`src/sv/ieb_pkg.sv`:
```
// ----------------------------------------------------------------------------
// ieb_pkg: shared types and codes of the insertable element buffer
// Operation and status codes, stream field widths and the cell control word.
// ----------------------------------------------------------------------------
`default_nettype none

package ieb_pkg;

  localparam int KIND_W     = 3;
  localparam int INDEX_W    = 4;
  localparam int VALUE_W    = 32;
  localparam int READ_W     = 32;
  localparam int COUNT_W    = 5;
  localparam int STATUS_W   = 2;
  localparam int IN_DATA_W  = 40;
  localparam int OUT_DATA_W = 40;

  typedef logic [KIND_W-1:0]   kind_t;
  typedef logic [STATUS_W-1:0] status_t;

  localparam kind_t KIND_PUSH   = 3'd0;
  localparam kind_t KIND_POP    = 3'd1;
  localparam kind_t KIND_INSERT = 3'd2;
  localparam kind_t KIND_READ   = 3'd3;
  localparam kind_t KIND_WRITE  = 3'd4;

  localparam status_t ST_OK    = 2'd0;
  localparam status_t ST_FULL  = 2'd1;
  localparam status_t ST_EMPTY = 2'd2;
  localparam status_t ST_RANGE = 2'd3;

  // Broadcast to every cell in a cycle.
  typedef struct packed {
    logic load;   // the cell at the load position takes the new word
    logic shift;  // cells above the load position take their lower neighbor
  } cell_ctl_t;

endpackage

`default_nettype wire

```
`src/sv/ieb_cell.sv`:
```
// ----------------------------------------------------------------------------
// ieb_cell: one storage slot of the buffer chain
// Holds one word; loads the new word or takes the lower neighbor's word.
// ----------------------------------------------------------------------------
`default_nettype none

module ieb_cell #(
  parameter int DATA_WIDTH = 32,
  parameter int POS_W      = 4,
  parameter int SLOT       = 0
) (
  input  wire                       clk,
  input  ieb_pkg::cell_ctl_t        ctl,
  input  wire  [POS_W-1:0]          pos,
  input  wire  [DATA_WIDTH-1:0]     word,
  input  wire  [DATA_WIDTH-1:0]     prev_word,
  output logic [DATA_WIDTH-1:0]     word_q
);

  localparam logic [POS_W-1:0] MY_POS = POS_W'(SLOT);

  logic [DATA_WIDTH-1:0] entry_r;
  logic [DATA_WIDTH-1:0] entry_nxt;

  always_comb begin
    entry_nxt = entry_r;
    if (ctl.load && (pos == MY_POS)) begin
      entry_nxt = word;
    end else if (ctl.shift && (MY_POS > pos)) begin
      entry_nxt = prev_word;
    end
  end

  always_ff @(posedge clk) begin
    entry_r <= entry_nxt;
  end

  assign word_q = entry_r;

endmodule

`default_nettype wire

```
`src/sv/insertable_element_buffer.sv`:
```
// ----------------------------------------------------------------------------
// insertable_element_buffer: ordered buffer of signed words with insert
// An ordered buffer of up to DEPTH signed words that takes one request per
// clock cycle: push, pop, insert at an index (later entries move up by one),
// read or write at an index. Storage is a chain of DEPTH cells; in the cycle a
// request is accepted the cells update at once, each loading the new word,
// taking its lower neighbor's word or holding, so the cost of a request does
// not depend on where it lands. Each request gives one result, in the cycle
// after it is accepted, from the output register: the word read (zero unless a
// successful read), the count after the request and a status (ok, full, empty
// pop, index out of range). A result held by a stalled receiver blocks the
// request channel; the next request is taken in the same cycle the held
// result drains, so the sustained rate is one request per cycle while
// out_tready stays high. Refused requests leave the buffer unchanged. Only
// the first 16 slots are reachable by index; a popped slot is not cleared, as
// it reads again only after a later write.
// ----------------------------------------------------------------------------
`default_nettype none

module insertable_element_buffer #(
  parameter int DEPTH      = 16,
  parameter int DATA_WIDTH = 32
) (
  input  wire         clk,
  input  wire         rst_n,
  // request channel
  input  wire         in_tvalid,
  output logic        in_tready,
  input  wire  [39:0] in_tdata,   // [3:0] index, [35:4] value, [39:36] zero
  input  wire  [2:0]  in_tuser,   // [2:0] kind
  // result channel
  output logic        out_tvalid,
  input  wire         out_tready,
  output logic [39:0] out_tdata,  // [31:0] read_value, [36:32] count, [39:37] zero
  output logic [1:0]  out_tuser   // [1:0] status
);

  localparam int FILL_W = $clog2(DEPTH + 1);
  localparam int POS_W  = $clog2(DEPTH);
  // compare width wide enough for both the fill level and the index field
  localparam int CMP_W  = (FILL_W > ieb_pkg::INDEX_W) ? FILL_W : ieb_pkg::INDEX_W + 1;
  // slots the index field can reach
  localparam int NREAD  = (DEPTH < 16) ? DEPTH : 16;

  // --------------------------------------------------------------------------
  // Request fields
  // --------------------------------------------------------------------------
  ieb_pkg::kind_t             req_kind;
  logic [ieb_pkg::INDEX_W-1:0] req_index;
  logic signed [ieb_pkg::VALUE_W-1:0] req_value;
  logic signed [DATA_WIDTH-1:0] req_word;

  assign req_kind  = in_tuser[2:0];
  assign req_index = in_tdata[3:0];
  assign req_value = in_tdata[35:4];
  // sign-extend or cut the value to the stored width as two's complement
  assign req_word  = DATA_WIDTH'(req_value);

  // --------------------------------------------------------------------------
  // State and handshake
  // --------------------------------------------------------------------------
  logic [FILL_W-1:0] fill_r;
  logic [FILL_W-1:0] fill_nxt;
  logic              out_valid_r;
  logic [ieb_pkg::READ_W-1:0]   out_read_r;
  logic [ieb_pkg::COUNT_W-1:0]  out_count_r;
  ieb_pkg::status_t             out_status_r;
  logic              accept;

  // take a request whenever the result slot is free or drains this cycle
  assign in_tready = !out_valid_r || out_tready;
  assign accept    = in_tvalid && in_tready;

  // --------------------------------------------------------------------------
  // Cell chain
  // --------------------------------------------------------------------------
  logic [DATA_WIDTH-1:0] chain_w [DEPTH+1];
  ieb_pkg::cell_ctl_t    cell_ctl;
  ieb_pkg::cell_ctl_t    dec_ctl;
  logic [POS_W-1:0]      dec_pos;

  assign chain_w[0] = '0;

  // hold every cell unless a request is accepted
  assign cell_ctl.load  = dec_ctl.load && accept;
  assign cell_ctl.shift = dec_ctl.shift && accept;

  genvar g;
  for (g = 0; g < DEPTH; g++) begin : g_cell
    ieb_cell #(
      .DATA_WIDTH (DATA_WIDTH),
      .POS_W      (POS_W),
      .SLOT       (g)
    ) u_cell (
      .clk       (clk),
      .ctl       (cell_ctl),
      .pos       (dec_pos),
      .word      (req_word),
      .prev_word (chain_w[g]),
      .word_q    (chain_w[g+1])
    );
  end

  // --------------------------------------------------------------------------
  // Read port: select one of the slots the index field reaches
  // --------------------------------------------------------------------------
  logic signed [DATA_WIDTH-1:0] rd_word;

  always_comb begin
    rd_word = '0;
    for (int j = 0; j < NREAD; j++) begin
      if (req_index == ieb_pkg::INDEX_W'(j)) begin
        rd_word = chain_w[j+1];
      end
    end
  end

  // --------------------------------------------------------------------------
  // Request decode
  // --------------------------------------------------------------------------
  logic [CMP_W-1:0]           fill_c;
  logic [CMP_W-1:0]           index_c;
  logic                       is_full;
  ieb_pkg::status_t           dec_status;
  logic [ieb_pkg::READ_W-1:0] dec_read;

  assign fill_c  = CMP_W'(fill_r);
  assign index_c = CMP_W'(req_index);
  assign is_full = (fill_r == FILL_W'(DEPTH));

  always_comb begin
    dec_ctl    = '0;
    dec_pos    = POS_W'(fill_r);
    dec_status = ieb_pkg::ST_OK;
    dec_read   = '0;
    fill_nxt   = fill_r;
    unique case (req_kind)
      ieb_pkg::KIND_PUSH: begin
        if (is_full) begin
          dec_status = ieb_pkg::ST_FULL;
        end else begin
          dec_ctl.load = 1'b1;
          fill_nxt     = fill_r + FILL_W'(1);
        end
      end
      ieb_pkg::KIND_POP: begin
        if (fill_r == '0) begin
          dec_status = ieb_pkg::ST_EMPTY;
        end else begin
          fill_nxt = fill_r - FILL_W'(1);
        end
      end
      ieb_pkg::KIND_INSERT: begin
        dec_pos = POS_W'(req_index);
        if (is_full) begin
          dec_status = ieb_pkg::ST_FULL;
        end else if (index_c > fill_c) begin
          dec_status = ieb_pkg::ST_RANGE;
        end else begin
          dec_ctl.load  = 1'b1;
          dec_ctl.shift = 1'b1;
          fill_nxt      = fill_r + FILL_W'(1);
        end
      end
      ieb_pkg::KIND_READ: begin
        if (index_c >= fill_c) begin
          dec_status = ieb_pkg::ST_RANGE;
        end else begin
          // sign-extend or cut the stored word to the result width
          dec_read = ieb_pkg::READ_W'(rd_word);
        end
      end
      ieb_pkg::KIND_WRITE: begin
        dec_pos = POS_W'(req_index);
        if (index_c >= fill_c) begin
          dec_status = ieb_pkg::ST_RANGE;
        end else begin
          dec_ctl.load = 1'b1;
        end
      end
      default: begin
        // unused codes: no operation
      end
    endcase
  end

  // --------------------------------------------------------------------------
  // Fill level and result register
  // --------------------------------------------------------------------------
  always_ff @(posedge clk) begin
    if (!rst_n) begin
      fill_r      <= '0;
      out_valid_r <= 1'b0;
    end else begin
      if (accept) begin
        fill_r      <= fill_nxt;
        out_valid_r <= 1'b1;
      end else if (out_tready) begin
        out_valid_r <= 1'b0;
      end
    end
  end

  always_ff @(posedge clk) begin
    if (accept) begin
      out_read_r   <= dec_read;
      out_count_r  <= ieb_pkg::COUNT_W'(fill_nxt);
      out_status_r <= dec_status;
    end
  end

  assign out_tvalid = out_valid_r;
  assign out_tdata  = {3'b000, out_count_r, out_read_r};
  assign out_tuser  = out_status_r;

`ifndef ASSERT_OFF
  a_fill_bound: assert property (@(posedge clk) disable iff (!rst_n)
    fill_r <= FILL_W'(DEPTH))
    else $error("fill level beyond capacity");

  a_refused_hold: assert property (@(posedge clk) disable iff (!rst_n)
    accept && (dec_status != ieb_pkg::ST_OK) |=> $stable(fill_r))
    else $error("refused request changed the fill level");

  a_full_count: assert property (@(posedge clk) disable iff (!rst_n)
    out_tvalid && (out_tuser == ieb_pkg::ST_FULL)
      |-> (out_tdata[36:32] == ieb_pkg::COUNT_W'(DEPTH)))
    else $error("full status without a full count");

  a_empty_count: assert property (@(posedge clk) disable iff (!rst_n)
    out_tvalid && (out_tuser == ieb_pkg::ST_EMPTY) |-> (out_tdata[36:32] == '0))
    else $error("empty status with a nonzero count");
`endif

endmodule

`default_nettype wire
```
`config.mk`:
```
export PLATFORM = sky130hd
export DESIGN_NAME = insertable_element_buffer
export DESIGN_NICKNAME = d
export VERILOG_FILES = /design/src/sv/ieb_pkg.sv /design/src/sv/ieb_cell.sv /design/src/sv/insertable_element_buffer.sv
export SDC_FILE = /design/constraint.sdc
export NUM_CORES = 1
export LEC_CHECK = 0
export BUFFER_PORTS_ARGS = -buffer_cell sky130_fd_sc_hd__buf_2
export CAP_MARGIN = 20
export CORE_MARGIN = 2
export CORE_UTILIZATION = 45
export DETAILED_ROUTE_END_ITERATION = 8
export GPL_ROUTABILITY_DRIVEN = 0
export GPL_TIMING_DRIVEN = 0
export SYNTH_ARGS = -nofsm -noshare
export SYNTH_HDL_FRONTEND = slang
export SYNTH_SLANG_ARGS = --single-unit
```
`constraint.sdc`:
```
create_clock -name clk -period 6.8 [get_ports clk]
set_clock_uncertainty 0.05 [all_clocks]
set_input_delay 1.36 -clock clk [delete_from_list [all_inputs] [get_ports clk]]
set_output_delay 1.36 -clock clk [all_outputs]
set_load 0.03 [all_outputs]
```
==> results.ini <==
[power_and_ir_drop]
part_of_the_total_power_dissipated_in_sequential_elements_pct = 48.3
internal_power_of_the_cells_uw = 5920
power_density_nw_per_um2 = 244
cellLeakagePower_uw = 0.0111
netSwitchingPower_uw = 2050
power.switching_fraction_pct = 25.7
report.power.total_uw = 7970
power.clock.fraction_pct = 42.1
power.share.combinational_pct = 9.7
peakVddDrop_mv = 0.231

[global_route]
grt_max_degree = 48
grt_pass1_wl_microns = 147000
overflow = 0
grtUsageTotal_pct = 31.4
antenna_violations_before_repair = 1
number_of_global_route_vias_before_repair = 19600

[yosys]
synth-edff-count = 551
netlist_area_sq_um = 28600
ys_warn_count = 0
yosys.cell_count.top_type = sky130_fd_sc_hd__edfxtp_1
synth.yosys.seq_area_share_pct = 58.3
synth.area.top_cells = sky130_fd_sc_hd__edfxtp_1 58%, sky130_fd_sc_hd__mux2_2 19%, sky130_fd_sc_hd__mux4_2 3.5%, sky130_fd_sc_hd__mux2_1 1.6%, sky130_fd_sc_hd__clkbuf_1 1.5%
yosys_register_bits = 557
post_synth_num_cell_types = 74
synth_top_area_share_pct = 57.9
dominantRegCellSynth = sky130_fd_sc_hd__edfxtp_1
postSynth.asyncResetShare_pct = 0
synth_top_cells_by_count = 551 x sky130_fd_sc_hd__edfxtp_1, 473 x sky130_fd_sc_hd__mux2_2, 112 x sky130_fd_sc_hd__clkbuf_1
mean_instance_size_in_the_synthesized_netlist_sq_um = 14.4
synth_area_leader_cell = sky130_fd_sc_hd__edfxtp_1
synthesis.instances = 1981

[sta]
setup_violations = 0
setup_total_negative_slack_ns = 0
final-max-slew-violation-count = 0
final_min_period_over_clock_period_pct = 93.4
normalized_max_slew_margin_pct = 15.5
hold_viol_final = 0
fin_crit_ns = 6.35
fmax_mhz = 157
rsz0062_at_grt = false
measured_slew_at_the_worst_slew_check_pin_ns = 1.27

[place]
portBuffers = 81
detailed_placement_hpwl_microns = 75500

[clock_tree]
postCtsSetupRepairBufs = 0
root_buf_cell = sky130_fd_sc_hd__clkbuf_16
cts-hold-fix-buffers = 0
clkLatencyLatePin_ns = 0.67
tritoncts = yes
cts.sinks = 557
numCtsBuffers = 60
cts.path.max_buffers = 3
clock_tree.htree_level_count = 2
cts_resized = 0
clkTransAtPathRegs_ns = 0.06

[status]
outcome = complete, no violations

[worst_setup_path]
worstSetupStartpointType = primary input
cp_data_arrival_time_ns = 6.65
worst-path-max-fanout = 17
crit_type = in -> reg
worst_path_most_repeated_cell = sky130_fd_sc_hd__clkbuf_1
worst_setup_path_end_kind = flop
crit-reg2reg-launch = fill_c[1]
critical_path_top_delay_cell = sky130_fd_sc_hd__a21oi_1
timing.reg2reg.worst_path_depth = 8
rrSetupSlack_ns = 1.79
timing.critical_path.cells = buf_2 -> buf_2 -> inv_1 -> clkbuf_1 -> clkbuf_1 -> ha_1 -> nand2_1 -> o21ai_0 -> a211o_1 -> a21oi_1 -> clkbuf_1 -> and2_2 -> buf_12
critical_path_required_ns = 7.10
rr_endpoint = g_cell[0].u_cell.word_q[29]
crit_path_max_incr_delay_ns = 0.96

[worst_hold_path]
holdPathEnd = out_tvalid
cell_depth_of_the_worst_hold_path = 2
min-delay-path-class = reg -> reg
hold_start = out_tvalid

[route]
via_count = 20200
drt-wirelength-per-cell_microns = 34.3
detailedRoute.firstPassIterationCount = 9
totalWireLength_microns = 105000
viasPerCell = 6.64
detail_route.iter0.violations = 3053
post-route-drc-count = 0
postRouteAntennaNets = 0

[die]
core_sq_um = 63000
start_util_pct = 45.4
placementRows = 92
die_x_microns = 256
die_area_sq_um = 65500
die_height_microns = 256
io-pin-count = 91

[layout]
final_layout_size_suffix_gt1_share_pct = 36.1
nNetsFinal = 2205
area_growth_syn_to_layout_pct = 14.4

[run]
drv_cap = 0

## cell families after synthesis
logic type | synth area share [%]
buf+inv | 2.85
mux | 25.0
flops | 58.3
other cells | 0.0131
simple gates | 4.24
fa+ha+maj | 0.263
compound gates | 9.20
xor+xnor | 0.0920
## state kept, by name, indices dropped and copies added, names as in the netlist
signal,flops
g_cell.u_cell.word_q,512
out_count_r,5
out_tuser,2
fill_c,5
out_tvalid,1
out_read_r,32
## layout by cell type (no fill, tap or decap), types with 6 or more instances in the layout
| master | synthesis | routed |
|---|---|---|
| sky130_fd_sc_hd__o211ai_1 | 20 | 20 |
| sky130_fd_sc_hd__mux2_1 | 41 | 41 |
| sky130_fd_sc_hd__nand2b_1 | 11 | 11 |
| sky130_fd_sc_hd__o211ai_2 | 6 | 6 |
| sky130_fd_sc_hd__o21ai_0 | 75 | 62 |
| sky130_fd_sc_hd__a221oi_1 | 26 | 26 |
| sky130_fd_sc_hd__dfxtp_1 | 6 | 6 |
| sky130_fd_sc_hd__buf_16 | 0 | 9 |
| sky130_fd_sc_hd__mux2i_1 | 36 | 36 |
| sky130_fd_sc_hd__nand3_1 | 19 | 19 |
| sky130_fd_sc_hd__edfxtp_1 | 551 | 551 |
| sky130_fd_sc_hd__o221ai_1 | 14 | 14 |
| sky130_fd_sc_hd__clkbuf_16 | 0 | 61 |
| sky130_fd_sc_hd__mux4_2 | 44 | 44 |
| sky130_fd_sc_hd__nor3_1 | 19 | 19 |
| sky130_fd_sc_hd__and3_1 | 40 | 40 |
| sky130_fd_sc_hd__nand2_1 | 42 | 41 |
| sky130_fd_sc_hd__buf_12 | 0 | 9 |
| sky130_fd_sc_hd__nor2b_1 | 18 | 18 |
| sky130_fd_sc_hd__ha_1 | 6 | 6 |
| sky130_fd_sc_hd__mux2_2 | 473 | 473 |
| sky130_fd_sc_hd__a31oi_1 | 19 | 19 |
| sky130_fd_sc_hd__buf_4 | 8 | 10 |
| sky130_fd_sc_hd__clkbuf_1 | 112 | 133 |
| sky130_fd_sc_hd__o21ai_4 | 0 | 13 |
| sky130_fd_sc_hd__o22ai_1 | 41 | 41 |
| sky130_fd_sc_hd__a21oi_1 | 70 | 70 |
| sky130_fd_sc_hd__clkinv_1 | 3 | 8 |
| sky130_fd_sc_hd__inv_1 | 17 | 17 |
| sky130_fd_sc_hd__nor2_1 | 62 | 62 |
| sky130_fd_sc_hd__buf_2 | 39 | 120 |
| sky130_fd_sc_hd__a211oi_1 | 14 | 14 |
| sky130_fd_sc_hd__buf_1 | 16 | 16 |
| sky130_fd_sc_hd__clkinv_2 | 0 | 12 |
| sky130_fd_sc_hd__a22oi_1 | 34 | 34 |
## critical path, delay by kind of cell
family	cells	cell delay, ns
fa+ha+maj	1	0.36
compound gates	3	1.48
buf+inv	7	2.68
simple gates	2	0.71
## cell type report
class / instances / area, sq um
well taps: 846 / 1060
repair buffers: 107 / 935
multi-input cells: 1230 / 11300
diodes: 1 / 2.50
clock buffers: 85 / 1650
inverters: 21 / 80.1
fillers: 5291 / 30300
flip-flops and latches: 557 / 16700
clock inverters: 28 / 308
plain buffers: 175 / 736
## worst max-delay path by stage
stage	start	endpoint	slack (ns)	cells past startpoint
CTS	in_tdata[0]	g_cell[0].u_cell.word_q[29]	0.56	13
finish	in_tdata[0]	g_cell[0].u_cell.word_q[29]	0.45	13
detailed placement	in_tdata[0]	g_cell[0].u_cell.word_q[10]	-0.11	13
global route	in_tdata[0]	g_cell[0].u_cell.word_q[29]	0.41	13
global placement	in_tdata[0]	g_cell[1].u_cell.word_q[7]	-3.39	11
floorplan	in_tdata[0]	g_cell[2].u_cell.word_q[0]	0.89	10
## power by group through the flow
stage	Sequential, uW	Combinational, uW	Clock [uW]
after CTS	3840	742	3360
after floorplan	3940	371	0
after detailed placement	3920	738	0
final	3840	772	3350
after global placement	3920	702	0
after global routing	3850	794	3460
## layer usage
layer	vias to the layer above	track usage, %	wire length (microns)
met5	-	0	0
met4	0	12.6	4780
met3	252	7.61	12100
met2	1418	47.1	45500
met1	10300	43.9	42100
li1	8290	-	-
## through the flow
stage / hold WS (ns) / util, % / cells / instance area (sq um) / setup WS (ns)
floorplan: 0.466 / - / 1983 / 28600 / 0.890
global placement: 0.449 / 47.7 / 2910 / 30000 / -3.39
detailed placement: 0.474 / 48.8 / 2933 / 30700 / -0.106
CTS: 0.483 / 51.9 / 3046 / 32700 / 0.564
global route: 0.520 / 51.9 / 3049 / 32700 / 0.412
finish: 0.480 / 51.9 / 3050 / 32700 / 0.447
No activity file was read; power rests on OpenSTA's default activity.
